## src/rtl/core/fqsr_pkg.sv

```systemverilog
package fqsr_pkg;

  // Beat field widths
  localparam int unsigned CmdWidth    = 3;
  localparam int unsigned ValueWidth  = 32;
  localparam int unsigned StatusWidth = 3;
  localparam int unsigned CountWidth  = 5;
  localparam int unsigned PosWidth    = 4;

  // Packed beat widths, padded to whole bytes
  localparam int unsigned InBeatBits  = CmdWidth + ValueWidth;
  localparam int unsigned InTdataW    = ((InBeatBits + 7) / 8) * 8;
  localparam int unsigned OutBeatBits = StatusWidth + 2 * ValueWidth + CountWidth + 1 + PosWidth;
  localparam int unsigned OutTdataW   = ((OutBeatBits + 7) / 8) * 8;

  // Command codes
  localparam logic [CmdWidth-1:0] CMD_PUSH    = 3'd0;
  localparam logic [CmdWidth-1:0] CMD_POP     = 3'd1;
  localparam logic [CmdWidth-1:0] CMD_PEEK    = 3'd2;
  localparam logic [CmdWidth-1:0] CMD_SEARCH  = 3'd3;
  localparam logic [CmdWidth-1:0] CMD_REVERSE = 3'd4;
  localparam logic [CmdWidth-1:0] CMD_CLEAR   = 3'd5;

  // Status codes
  localparam logic [StatusWidth-1:0] ST_OK         = 3'd0;
  localparam logic [StatusWidth-1:0] ST_POP_EMPTY  = 3'd1;
  localparam logic [StatusWidth-1:0] ST_PUSH_FULL  = 3'd2;
  localparam logic [StatusWidth-1:0] ST_CLR_EMPTY  = 3'd3;
  localparam logic [StatusWidth-1:0] ST_NO_REVERSE = 3'd4;

  // Sequencer states
  typedef enum logic [4:0] {
    S_IDLE = 5'b00001,
    S_SRCH = 5'b00010,
    S_RDF  = 5'b00100,
    S_RDB  = 5'b01000,
    S_FIN  = 5'b10000
  } state_e;

endpackage

```

## src/rtl/core/fifo_queue_with_search_reverse.sv

```systemverilog
// Bounded FIFO queue with search and reverse, held in a ring memory.
// Input channel s_axis: one beat is one command (push, pop, peek, search,
// reverse, clear) with a value; commands 6 and 7 act as peek.
// Output channel m_axis: exactly one result beat per command, carrying the
// status, the front and back values after the command, the entry count and
// the search hit flag and position.
// Flow: a non-search command, once accepted, reads the front, then reads
// the back, then loads the result (states S_RDF, S_RDB, S_FIN). A search
// first walks the entries from the front in S_SRCH, comparing each with
// the key, and stops at the first hit or after the last entry. The entry
// memory has a single read port, so these reads run one after another. One
// command is in work at a time; the next one is taken once the result sits
// in the output register.
// Reset empties the queue and clears the direction flag; memory contents
// are not cleared and need no sweep.
// A stalled receiver holds the result beat in the output register; a new
// command can run meanwhile and waits at its final step until the held beat
// is taken.
module fifo_queue_with_search_reverse #(
  parameter int unsigned DEPTH      = 16,
  parameter int unsigned DATA_WIDTH = 32
) (
  input  logic                           clk_i,
  input  logic                           rst_ni,
  input  logic                           s_axis_tvalid_i,
  output logic                           s_axis_tready_o,
  // cmd [2:0], value [34:3], zero pad [39:35]
  input  logic [fqsr_pkg::InTdataW-1:0]  s_axis_tdata_i,
  output logic                           m_axis_tvalid_o,
  input  logic                           m_axis_tready_i,
  // status [2:0], front_value [34:3], back_value [66:35], count [71:67],
  // found [72], position [76:73], zero pad [79:77]
  output logic [fqsr_pkg::OutTdataW-1:0] m_axis_tdata_o
);

  localparam int unsigned IW = $clog2(DEPTH);
  localparam int unsigned CW = $clog2(DEPTH + 1);
  localparam logic [IW:0]   DepthW = (IW + 1)'(DEPTH);
  localparam logic [CW-1:0] DepthC = CW'(DEPTH);
  localparam logic [IW-1:0] LastSlot = IW'(DEPTH - 1);
  localparam int unsigned VW = fqsr_pkg::ValueWidth;

  // Ring slot of an offset from head, wrapped by one compare and subtract
  function automatic logic [IW-1:0] wrap_add(input logic [IW-1:0] base,
                                             input logic [CW-1:0] off);
    logic [IW:0] sum;
    sum = {1'b0, base} + (IW + 1)'(off);
    if (sum >= DepthW) begin
      sum = sum - DepthW;
    end
    return sum[IW-1:0];
  endfunction

  // Physical slot of the entry at a position from the front
  function automatic logic [IW-1:0] slot_of(input logic [IW-1:0] head,
                                            input logic [CW-1:0] cnt,
                                            input logic          rev,
                                            input logic [CW-1:0] pos);
    logic [CW-1:0] off;
    off = rev ? (cnt - CW'(1) - pos) : pos;
    return wrap_add(head, off);
  endfunction

  fqsr_pkg::state_e state_q, state_d;
  logic [IW-1:0]    head_q, head_d;
  logic [CW-1:0]    cnt_q, cnt_d;
  logic             rev_q, rev_d;
  logic [fqsr_pkg::StatusWidth-1:0] status_q, status_d;
  logic [DATA_WIDTH-1:0] key_q, key_d;
  logic             found_q, found_d;
  logic [CW-1:0]    pos_q, pos_d;
  logic [CW-1:0]    idx_q, idx_d;
  logic             pend_q, pend_d;
  logic [CW-1:0]    pend_pos_q, pend_pos_d;
  logic [DATA_WIDTH-1:0] front_q, front_d;
  logic             m_valid_q, m_valid_d;
  logic [fqsr_pkg::OutTdataW-1:0] m_data_q, m_data_d;

  logic [fqsr_pkg::CmdWidth-1:0] in_cmd;
  logic [DATA_WIDTH-1:0] in_val;
  logic                  we;
  logic [IW-1:0]         waddr;
  logic [IW-1:0]         raddr;
  logic [DATA_WIDTH-1:0] rdata;
  logic [VW-1:0]         out_front;
  logic [VW-1:0]         out_back;

  assign in_cmd = s_axis_tdata_i[fqsr_pkg::CmdWidth-1:0];
  assign in_val = DATA_WIDTH'(s_axis_tdata_i[fqsr_pkg::InBeatBits-1:fqsr_pkg::CmdWidth]);

  assign s_axis_tready_o = (state_q == fqsr_pkg::S_IDLE);
  assign m_axis_tvalid_o = m_valid_q;
  assign m_axis_tdata_o  = m_data_q;

  fqsr_store #(
    .DEPTH      (DEPTH),
    .DATA_WIDTH (DATA_WIDTH),
    .AW         (IW)
  ) u_store (
    .clk_i   (clk_i),
    .we_i    (we),
    .waddr_i (waddr),
    .wdata_i (in_val),
    .raddr_i (raddr),
    .rdata_o (rdata)
  );

  // Select the read slot for the current step
  always_comb begin
    case (state_q)
      fqsr_pkg::S_SRCH: raddr = slot_of(head_q, cnt_q, rev_q, idx_q);
      fqsr_pkg::S_RDF:  raddr = slot_of(head_q, cnt_q, rev_q, '0);
      fqsr_pkg::S_RDB,
      fqsr_pkg::S_FIN:  raddr = slot_of(head_q, cnt_q, rev_q, cnt_q - CW'(1));
      default:          raddr = '0;
    endcase
  end

  // Zero the end values of an empty queue
  assign out_front = (cnt_q != '0) ? VW'(front_q) : '0;
  assign out_back  = (cnt_q != '0) ? VW'(rdata) : '0;

  // Sequencer: update on accept, walk for search, read both ends, load result
  always_comb begin
    state_d    = state_q;
    head_d     = head_q;
    cnt_d      = cnt_q;
    rev_d      = rev_q;
    status_d   = status_q;
    key_d      = key_q;
    found_d    = found_q;
    pos_d      = pos_q;
    idx_d      = idx_q;
    pend_d     = pend_q;
    pend_pos_d = pend_pos_q;
    front_d    = front_q;
    m_valid_d  = m_valid_q && !m_axis_tready_i;
    m_data_d   = m_data_q;
    we         = 1'b0;
    waddr      = '0;

    case (state_q)
      fqsr_pkg::S_IDLE: begin
        if (s_axis_tvalid_i) begin
          status_d = fqsr_pkg::ST_OK;
          key_d    = in_val;
          found_d  = 1'b0;
          pos_d    = '0;
          idx_d    = '0;
          pend_d   = 1'b0;
          state_d  = fqsr_pkg::S_RDF;
          case (in_cmd)
            fqsr_pkg::CMD_PUSH: begin
              if (cnt_q == DepthC) begin
                status_d = fqsr_pkg::ST_PUSH_FULL;
              end else begin
                we    = 1'b1;
                cnt_d = cnt_q + CW'(1);
                if (rev_q) begin
                  head_d = (head_q == '0) ? LastSlot : head_q - IW'(1);
                  waddr  = head_d;
                end else begin
                  waddr = wrap_add(head_q, cnt_q);
                end
              end
            end
            fqsr_pkg::CMD_POP: begin
              if (cnt_q == '0) begin
                status_d = fqsr_pkg::ST_POP_EMPTY;
              end else begin
                cnt_d = cnt_q - CW'(1);
                if (!rev_q) begin
                  head_d = wrap_add(head_q, CW'(1));
                end
              end
            end
            fqsr_pkg::CMD_SEARCH: begin
              if (cnt_q != '0) begin
                state_d = fqsr_pkg::S_SRCH;
              end
            end
            fqsr_pkg::CMD_REVERSE: begin
              if (cnt_q < CW'(2)) begin
                status_d = fqsr_pkg::ST_NO_REVERSE;
              end else begin
                rev_d = !rev_q;
              end
            end
            fqsr_pkg::CMD_CLEAR: begin
              if (cnt_q == '0) begin
                status_d = fqsr_pkg::ST_CLR_EMPTY;
              end else begin
                cnt_d  = '0;
                head_d = '0;
                rev_d  = 1'b0;
              end
            end
            default: begin
              status_d = fqsr_pkg::ST_OK;
            end
          endcase
        end
      end
      fqsr_pkg::S_SRCH: begin
        // Issue the next read while comparing the previous one
        if (idx_q < cnt_q) begin
          idx_d      = idx_q + CW'(1);
          pend_d     = 1'b1;
          pend_pos_d = idx_q;
        end else begin
          pend_d = 1'b0;
        end
        if (pend_q && (rdata == key_q)) begin
          found_d = 1'b1;
          pos_d   = pend_pos_q;
          pend_d  = 1'b0;
          state_d = fqsr_pkg::S_RDF;
        end else if (idx_q >= cnt_q) begin
          state_d = fqsr_pkg::S_RDF;
        end
      end
      fqsr_pkg::S_RDF: begin
        state_d = fqsr_pkg::S_RDB;
      end
      fqsr_pkg::S_RDB: begin
        front_d = rdata;
        state_d = fqsr_pkg::S_FIN;
      end
      fqsr_pkg::S_FIN: begin
        // Hold until the output register is free
        if (!m_valid_q || m_axis_tready_i) begin
          m_valid_d = 1'b1;
          m_data_d  = fqsr_pkg::OutTdataW'({
            fqsr_pkg::PosWidth'(pos_q),
            found_q,
            fqsr_pkg::CountWidth'(cnt_q),
            out_back,
            out_front,
            status_q
          });
          state_d = fqsr_pkg::S_IDLE;
        end
      end
      default: begin
        state_d = fqsr_pkg::S_IDLE;
      end
    endcase
  end

  // Control state
  always_ff @(posedge clk_i or negedge rst_ni) begin
    if (!rst_ni) begin
      state_q   <= fqsr_pkg::S_IDLE;
      head_q    <= '0;
      cnt_q     <= '0;
      rev_q     <= 1'b0;
      pend_q    <= 1'b0;
      m_valid_q <= 1'b0;
    end else begin
      state_q   <= state_d;
      head_q    <= head_d;
      cnt_q     <= cnt_d;
      rev_q     <= rev_d;
      pend_q    <= pend_d;
      m_valid_q <= m_valid_d;
    end
  end

  // Payload registers
  always_ff @(posedge clk_i) begin
    status_q   <= status_d;
    key_q      <= key_d;
    found_q    <= found_d;
    pos_q      <= pos_d;
    idx_q      <= idx_d;
    pend_pos_q <= pend_pos_d;
    front_q    <= front_d;
    m_data_q   <= m_data_d;
  end

endmodule

```

## src/rtl/core/fqsr_store.sv

```systemverilog
module fqsr_store #(
  parameter int unsigned DEPTH      = 16,
  parameter int unsigned DATA_WIDTH = 32,
  parameter int unsigned AW         = 4
) (
  input  logic                  clk_i,
  input  logic                  we_i,
  input  logic [AW-1:0]         waddr_i,
  input  logic [DATA_WIDTH-1:0] wdata_i,
  input  logic [AW-1:0]         raddr_i,
  output logic [DATA_WIDTH-1:0] rdata_o
);

  logic [DATA_WIDTH-1:0] mem_q [DEPTH];
  logic [DATA_WIDTH-1:0] rdata_q;

  // Write one entry per cycle
  always_ff @(posedge clk_i) begin
    if (we_i) begin
      mem_q[waddr_i] <= wdata_i;
    end
  end

  // Registered read
  always_ff @(posedge clk_i) begin
    rdata_q <= mem_q[raddr_i];
  end

  assign rdata_o = rdata_q;

endmodule
```

## config.mk

```make
export PLATFORM = sky130hd
export DESIGN_NAME = fifo_queue_with_search_reverse
export DESIGN_NICKNAME = d
export VERILOG_FILES = /design/src/rtl/core/fqsr_pkg.sv /design/src/rtl/core/fifo_queue_with_search_reverse.sv /design/src/rtl/core/fqsr_store.sv
export SDC_FILE = /design/constraint.sdc
export NUM_CORES = 1
export LEC_CHECK = 0
export ABC_AREA = 1
export BUFFER_PORTS_ARGS = -buffer_cell sky130_fd_sc_hd__buf_4
export CAP_MARGIN = 10
export CELL_PAD_IN_SITES_DETAIL_PLACEMENT = 1
export CELL_PAD_IN_SITES_GLOBAL_PLACEMENT = 1
export CORE_UTILIZATION = 49
export CTS_CLUSTER_SIZE = 12
export DETAILED_ROUTE_END_ITERATION = 16
export GPL_ROUTABILITY_DRIVEN = 0
export PLACE_DENSITY = 0.89
export SETUP_SLACK_MARGIN = 0.1
export SLEW_MARGIN = 20
export SYNTH_ARGS = -nofsm -noshare
export SYNTH_HDL_FRONTEND = slang
export SYNTH_SLANG_ARGS = --single-unit
```

## constraint.sdc

```tcl
create_clock -name clk_i -period 5.5 [get_ports clk_i]
set_input_delay 0.275 -clock clk_i [delete_from_list [all_inputs] [get_ports clk_i]]
set_output_delay 0.275 -clock clk_i [all_outputs]
set_load 0.02 [all_outputs]
```

==> results.json, run 1 <==
{
  "status": "finished, final reports clean",
  "drt-total-wl_um": 95810,
  "synth_edf_count": 670,
  "grt_usage_pct": 30.22,
  "rsz0062_at_grt": "no",
  "tns_ns": 0,
  "timing.slew.headroom_pct": 24.96,
  "drtIter0Drc": 2525,
  "synth_seq_area_share_pct": 68.96,
  "postCtsHoldBufs": 29,
  "startpoint": "cnt_q[0]",
  "power_density_nw_per_um2": 569.7,
  "antenna_left": 0,
  "path_depth": 18,
  "numCtsBuffers": 74,
  "leakagePower_uw": 0.01464,
  "overflow": 0,
  "postCtsSetupBuffers": 0,
  "initial_utilization_pct": 49.69,
  "cp-start-kind": "flip-flop",
  "cts-root-buf": "clkbuf_16",
  "cpMostUsedCell": "nand2_1",
  "yosys_warnings": 0,
  "cts.sinks": 719,
  "pin_count": 126,
  "p_int_uw": 11200,
  "dp.cells": 3705,
  "crit_chain": "inv_1 -> ha_1 -> fa_1 -> nand2_1 -> o21ai_0 -> o21ai_0 -> inv_1 -> fa_1 -> inv_1 -> nand2_4 -> clkinv_2 -> buf_12 -> o21ai_1 -> o21ai_1 -> nand2_1 -> nand2_1 -> nand2_1 -> nand2_1",
  "switching_share_pct": 43.81,
  "clock_path_buffers": 3,
  "dieArea_um2": 63710,
  "grt_pass1_vias": 24460,
  "wl_per_cell_um": 24.76,
  "vdd_ir_drop_max_mv": 1.653,
  "total_power_uw": 19920,
  "whs_ns": 0.01697,
  "pre_cts_ws_ns": 0.9625,
  "rr_startpoint": "cnt_q[0]",
  "num_vias": 22580,
  "hp-class": "input pin to flip-flop",
  "setup_ws_ns": 0.6747,
  "crit_type": "flip-flop to flip-flop",
  "synthToLayoutAreaGrowth_pct": 13.84,
  "crit_fanout": 49,
  "via_per_inst": 5.836,
  "avgSynthCellArea_um2": 10.72,
  "pwr-share-seq_pct": 34.7,
  "ff2ff_path_depth": 18,
  "endpoint_kind": "flip-flop",
  "worst_slew_pin_slew_ns": 1.122,
  "remaining_drc_errors": 0,
  "final-instance-count-excl-fill": 3869,
  "cts_resized": 0,
  "synth_seq_cells": 719,
  "rows": 91,
  "r2r-end": "u_store.rdata_o[27]",
  "cp.arrival_ns": 5.32,
  "hp-start": "s_axis_tdata_i[10]",
  "cts-htree-levels": 3,
  "die_w_um": 252.4,
  "firstDrtPassIters": 5,
  "endpoint": "u_store.rdata_o[27]",
  "cap_violations": 0,
  "critPathBufInv": 5,
  "clk_latency_ns": 0.63,
  "r2r_slack_ns": 0.67,
  "nets": 3041,
  "synthCells": 2867,
  "setup_violations": 0,
  "antenna_found_initial": 2,
  "ys_dominant_reg_cell": "edfxtp_1",
  "io_buffer_count": 117,
  "netlist_area_um2": 30720,
  "pwr-share-comb_pct": 41.2,
  "clk_pin_slew_ns": 0.06,
  "fmax_ghz": 0.2072,
  "cp_slowest_cell": "clkinv_2",
  "clkPwrFrac_pct": 24.1,
  "fill_cells": 6470,
  "skew_ns": 0.03210,
  "critPathRequiredTime_ns": 5.99,
  "period_share_pct": 87.73,
  "tritoncts": "yes",
  "fp.coreArea_um2": 61830,
  "finalMaxSlewViolations": 0,
  "min_period_ns": 4.825,
  "max_stage_delay_ns": 0.59,
  "finalHoldViolations": 0,
  "p_switching_uw": 8729,
  "drive_gt1_share_pct": 9.403,
  "ys_types": 42,
  "critPathTopFamily": "buffers and inverters",
  "hpwl_um": 51950,
  "grt_max_degree": 203,
  "ys_async_sr_fraction_pct": 2.364,
  "mostFrequentLayoutCell": "nand2_1",
  "fp.dieH_um": 252.4,
  "final_cell_mix": "nand2_1, edfxtp_1, nand3_1",
  "multi_input_area_um2": 7596,
  "ff_latch_area_um2": 21190,
  "grt_pass1_wl_um": 144300
}
==> per-stage QoR <==
| stage | area, um2 | util, % |
|---|---|---|
| CTS | 34950 | 56.53 |
| global placement | 32410 | 52.42 |
| detailed placement | 32410 | 52.42 |
| global route | 34970 | 56.57 |
| finish | 34980 | 56.57 |
| floorplan | 30730 | - |
==> Yosys cell counts, types with 2 or more instances <==
| cell | number | area, um2 |
|---|---|---|
| nand2_1 | 922 | 3461 |
| nor2_2 | 3 | 18.77 |
| fa_1 | 3 | 60.06 |
| clkbuf_1 | 41 | 153.9 |
| o21ai_1 | 48 | 240.2 |
| o21ai_0 | 54 | 270.3 |
| nor3_1 | 8 | 40.04 |
| or2_2 | 6 | 37.54 |
| dfrtp_1 | 16 | 400.4 |
| ha_1 | 20 | 250.2 |
| a21oi_1 | 47 | 235.2 |
| xnor2_1 | 11 | 96.34 |
| nand4_1 | 7 | 43.79 |
| xor2_1 | 16 | 140.1 |
| clkinv_1 | 2 | 7.510 |
| edfxtp_1 | 670 | 20120 |
| nand3_1 | 380 | 1902 |
| clkbuf_2 | 3 | 15.01 |
| buf_6 | 2 | 22.52 |
| inv_2 | 4 | 15.01 |
| nand2_2 | 4 | 25.02 |
| nor2_4 | 4 | 45.04 |
| buf_4 | 14 | 105.1 |
| buf_2 | 88 | 440.4 |
| o22ai_1 | 3 | 18.77 |
| nand3b_1 | 32 | 240.2 |
| mux2i_1 | 2 | 20.02 |
| dfxtp_1 | 32 | 640.6 |
| nor2_1 | 52 | 195.2 |
| inv_1 | 361 | 1355 |
==> registers in the layout (all words and copies together), names as in the netlist <==
register	count
m_axis_tvalid_o	1
rev_q	1
pos_q	4
status_q	3
m_axis_tdata_o	77
pend_pos_q	4
key_q	32
front_q	32
head_q	4
pend_q	1
found_q	1
state_q	5
cnt_q	5
u_store.mem_q	512
idx_q	5
u_store.rdata_o	32
==> layout make-up <==
class / instances / area share [%]
tap: 837 / 2.994
clock inverter: 11 / 0.1610
sequential: 719 / 60.57
timing repair buffer: 178 / 4.314
antenna: 1 / 0.007155
inverter: 367 / 3.946
multi-input combinational: 1634 / 21.72
clock buffer: 122 / 6.285
==> logic make-up after synthesis <==
| group | count (synthesis) | synth area share, % |
|---|---|---|
| flip-flops | 719 | 68.96 |
| multiplexers | 2 | 0.06516 |
| XOR/XNOR | 27 | 0.7697 |
| other | 1 | 0.01221 |
| adder cells (fa/ha/maj) | 23 | 1.010 |
| AND/OR/NAND/NOR | 1420 | 19.61 |
| buffers and inverters | 516 | 6.907 |
| AO/OA/AOI/OAI | 159 | 2.663 |
==> per-layer routing <==
metal  track usage, %  part of all wire (%)  up-vias  wire [um]
met5                0                     0        -          0
met3            4.851                   7.8      366       7484
met1            34.80                    35    11250      33850
met2            52.94                    51     1277      49020
li1                 -                     -     9683          -
met4            18.20                   5.7        0       5464
==> worst reg2reg max path: cells and delay by family (launching register included) <==
kind	cells	cell delay [ns]
adder cells (fa/ha/maj)	3	1.40
buffers and inverters	5	1.50
AO/OA/AOI/OAI	4	0.68
flip-flops	1	0.52
AND/OR/NAND/NOR	6	0.61
==> worst min-delay path by stage <==
stage / endpoint / slack, ns / depth (start not counted)
floorplan: cnt_q[0] / -0.02 / 0
global placement: head_q[0] / 0.16 / 1
detailed placement: head_q[0] / 0.16 / 1
CTS: u_store.mem_q[12][19] / 0.003 / 1
global route: u_store.mem_q[3][26] / 0.03 / 1
finish: u_store.mem_q[8][7] / 0.02 / 1
==> power groups by stage <==
| stage | Sequential [uW] | Clock, uW | Combinational (uW) |
|---|---|---|---|
| final | 6920 | 4810 | 8200 |
| after detailed placement | 6990 | 0 | 7660 |
| after floorplan | 6810 | 0 | 5300 |
| after global placement | 6940 | 0 | 7070 |
| after CTS | 6890 | 4840 | 8020 |
| after global routing | 6930 | 5000 | 8810 |
No activity file was read; power rests on OpenSTA's default activity.
==> run 2: changes to the inputs <==
--- a/config.mk
+++ b/config.mk
@@ -5,18 +5,19 @@
 export SDC_FILE = /design/constraint.sdc
 export NUM_CORES = 1
 export LEC_CHECK = 0
-export ABC_AREA = 1
 export BUFFER_PORTS_ARGS = -buffer_cell sky130_fd_sc_hd__buf_4
 export CAP_MARGIN = 10
 export CELL_PAD_IN_SITES_DETAIL_PLACEMENT = 1
 export CELL_PAD_IN_SITES_GLOBAL_PLACEMENT = 1
-export CORE_UTILIZATION = 49
+export CORE_UTILIZATION = 50
 export CTS_CLUSTER_SIZE = 12
 export DETAILED_ROUTE_END_ITERATION = 16
 export GPL_ROUTABILITY_DRIVEN = 0
-export PLACE_DENSITY = 0.89
+export PLACE_DENSITY = 0.84
 export SETUP_SLACK_MARGIN = 0.1
 export SLEW_MARGIN = 20
 export SYNTH_ARGS = -nofsm -noshare
 export SYNTH_HDL_FRONTEND = slang
+export SYNTH_HIERARCHICAL = 1
 export SYNTH_SLANG_ARGS = --single-unit
+export TNS_END_PERCENT = 100
==> results.json, run 2 <==
{
  "clkPwrFrac_pct": 30.8,
  "overflow": 0,
  "nets": 1628,
  "hold_end": "u_store/mem_q[3][23]",
  "postCtsSetupBuffers": 0,
  "fill_cells": 4557,
  "yosys_warnings": 6,
  "n_antenna_cell": 0,
  "rr_startpoint": "cnt_q[1]",
  "grt_pass1_wl_um": 103700,
  "r2r_slack_ns": 0.28,
  "largest_register_ffs": 512,
  "hpwl_um": 38520,
  "ys_types": 63,
  "tritoncts": "yes",
  "netlist_area_um2": 27430,
  "initial_utilization_pct": 50.76,
  "fmax_ghz": 0.1918,
  "mostFrequentLayoutCell": "edfxtp_1",
  "avgSynthCellArea_um2": 20.17,
  "drt-total-wl_um": 69760,
  "wl_per_cell_um": 30.13,
  "timing.slew.headroom_pct": 21.84,
  "drt-met1-wl_um": 26270,
  "status": "finished, final reports clean",
  "cap_violations": 0,
  "fp.coreArea_um2": 54030,
  "synth_top_cells_by_area": "edfxtp_1, mux4_2, dfxtp_1",
  "pwr-share-comb_pct": 25.5,
  "met2_length_um": 36030,
  "tns_ns": 0,
  "clk_latency_ns": 0.61,
  "holdPathStages": 1,
  "skew_ns": 0.02273,
  "synth_seq_area_share_pct": 77.25,
  "critPathRequiredTime_ns": 6.03,
  "drtIter0Drc": 1299,
  "cts-root-buf": "clkbuf_16",
  "num_vias": 14260,
  "yosysMostFrequentCell": "edfxtp_1",
  "cts.sinks": 719,
  "clk_pin_slew_ns": 0.06,
  "p_int_uw": 10950,
  "synthToLayoutAreaGrowth_pct": 17.09,
  "crit_type": "flip-flop to flip-flop",
  "hp-start": "s_axis_tdata_i[26]",
  "top_register": "u_store/mem_q",
  "crit_fanout": 27,
  "ys_async_sr_fraction_pct": 2.364,
  "antenna_found_initial": 4,
  "leakagePower_uw": 0.01050,
  "pin_count": 126,
  "vdd_ir_drop_max_mv": 0.2522,
  "fp.dieH_um": 236.2,
  "finalMaxSlewViolations": 0,
  "via_per_inst": 6.161,
  "finalHoldViolations": 0,
  "die_w_um": 236.2,
  "cp_slowest_cell": "a211oi_2",
  "synth_largest_area_cell": "edfxtp_1",
  "period_share_pct": 94.82,
  "ys_dominant_reg_cell": "edfxtp_1",
  "antenna_left": 0,
  "synthCells": 1360,
  "worst_slew_pin_slew_ns": 1.165,
  "cts-htree-levels": 3,
  "synth_seq_cells": 719,
  "remaining_drc_errors": 0,
  "synth_commonest_cells": "edfxtp_1, mux4_2, a22oi_1",
  "switching_share_pct": 30.36,
  "dieArea_um2": 55790,
  "firstDrtPassIters": 5,
  "hp-class": "input pin to flip-flop",
  "endpoint_kind": "flip-flop",
  "highest_layer": "met5",
  "setup_violations": 0,
  "whs_ns": 0.02808,
  "grt_max_degree": 65,
  "pwr-share-seq_pct": 43.7,
  "ff_latch_area_um2": 21190,
  "crit_chain": "inv_1 -> ha_1 -> fa_1 -> mux2_2 -> o22ai_1 -> ha_1 -> a21o_1 -> a21oi_1 -> xnor2_1 -> a211o_1 -> o311a_1 -> a211oi_2 -> nor2b_2 -> buf_12 -> a22oi_1 -> nand2_1",
  "wl_met3_um": 5076,
  "multi_input_area_um2": 6018,
  "rows": 85,
  "cp.arrival_ns": 5.75,
  "min_period_ns": 5.215,
  "cpMostUsedCell": "ha_1",
  "power_density_nw_per_um2": 489.5,
  "max_stage_delay_ns": 0.58,
  "ff2ff_path_depth": 16,
  "drive_gt1_share_pct": 25.32,
  "grt_pass1_vias": 15590,
  "numCtsBuffers": 74,
  "synth_edf_count": 670,
  "r2r-end": "u_store/rdata_o[7]",
  "p_switching_uw": 4773,
  "netlist.area_leader.share_pct": 73.36,
  "rsz0062_at_grt": "no",
  "final_cell_mix": "edfxtp_1, buf_4, mux4_2",
  "clock_path_buffers": 3,
  "io_buffer_count": 117,
  "cp-start-kind": "flip-flop",
  "grt_usage_pct": 25.50
}
## run 2: metal layers
layer / track usage, % / up-vias
li1: - / 5875
met1: 32.31 / 7508
met2: 44.08 / 705
met3: 4.482 / 170
met4: 9.583 / 4
met5: 0 / -
## run 2: repair_timing
action | CTS | global route
setup endpoints to repair | 0 | 29
resized for setup | 0 | 2
hold endpoints to repair | 533 | 0
hold buffers | 34 | 0
## run 2: worst max-delay path, delay by kind of cell (launching register included)
family / cells / cell delay [ns]
AND/OR/NAND/NOR: 2 / 0.69
adder cells (fa/ha/maj): 3 / 1.12
flip-flops: 1 / 0.57
multiplexers: 1 / 0.29
XOR/XNOR: 1 / 0.18
buffers and inverters: 2 / 0.44
AO/OA/AOI/OAI: 7 / 1.81
## run 2: area by class of cell
class,instances,share of cell area [%]
Clock inverter,15,0.5844
Clock buffer,118,6.600
Tap cell,696,2.712
Sequential cell,719,65.97
Inverter,21,0.2455
Multi-Input combinational cell,559,18.74
Timing Repair Buffer,187,5.143
## run 2: power groups by stage
stage	Combinational (uW)	Clock, uW	Sequential, uW
2_1_floorplan	2650	0	6750
3_3_place_gp	3560	0	6930
3_5_place_dp	3760	0	6960
4_1_cts	3960	4910	6870
5_1_grt	4260	5090	6900
6_report	4000	4840	6870
## run 2: logic make-up after synthesis
family / synth area share (%)
AOI/OAI and AO/OA: 3.289
xor gates and xnor gates: 1.565
adders and majority gates: 1.086
buffers and inverters: 1.451
DFF: 77.25
muxes: 10.70
other: 0.01367
and+or+nand+nor: 4.644
## run 2: how the worst max path moves through the flow
stage,startpoint,endpoint
2_1_floorplan,cnt_q[1],u_store/mem_q[0][0]
3_3_place_gp,cnt_q[1],u_store/rdata_o[8]
3_5_place_dp,cnt_q[1],u_store/rdata_o[4]
4_1_cts,cnt_q[1],u_store/rdata_o[19]
5_1_grt,cnt_q[1],u_store/rdata_o[7]
6_report,cnt_q[1],u_store/rdata_o[7]
## run 2: metrics by stage
step	instances	util (%)	area [um2]	power [uW]	setup slack, ns
6_report	2315	59.44	32110	15720	0.2849
5_1_grt	2315	59.44	32110	16250	0.1263
4_1_cts	2315	59.41	32100	15740	0.1691
2_1_floorplan	1362	-	27430	9401	0.6645
3_3_place_gp	2148	54.51	29450	10480	0.7806
3_5_place_dp	2148	54.51	29450	10720	0.4340
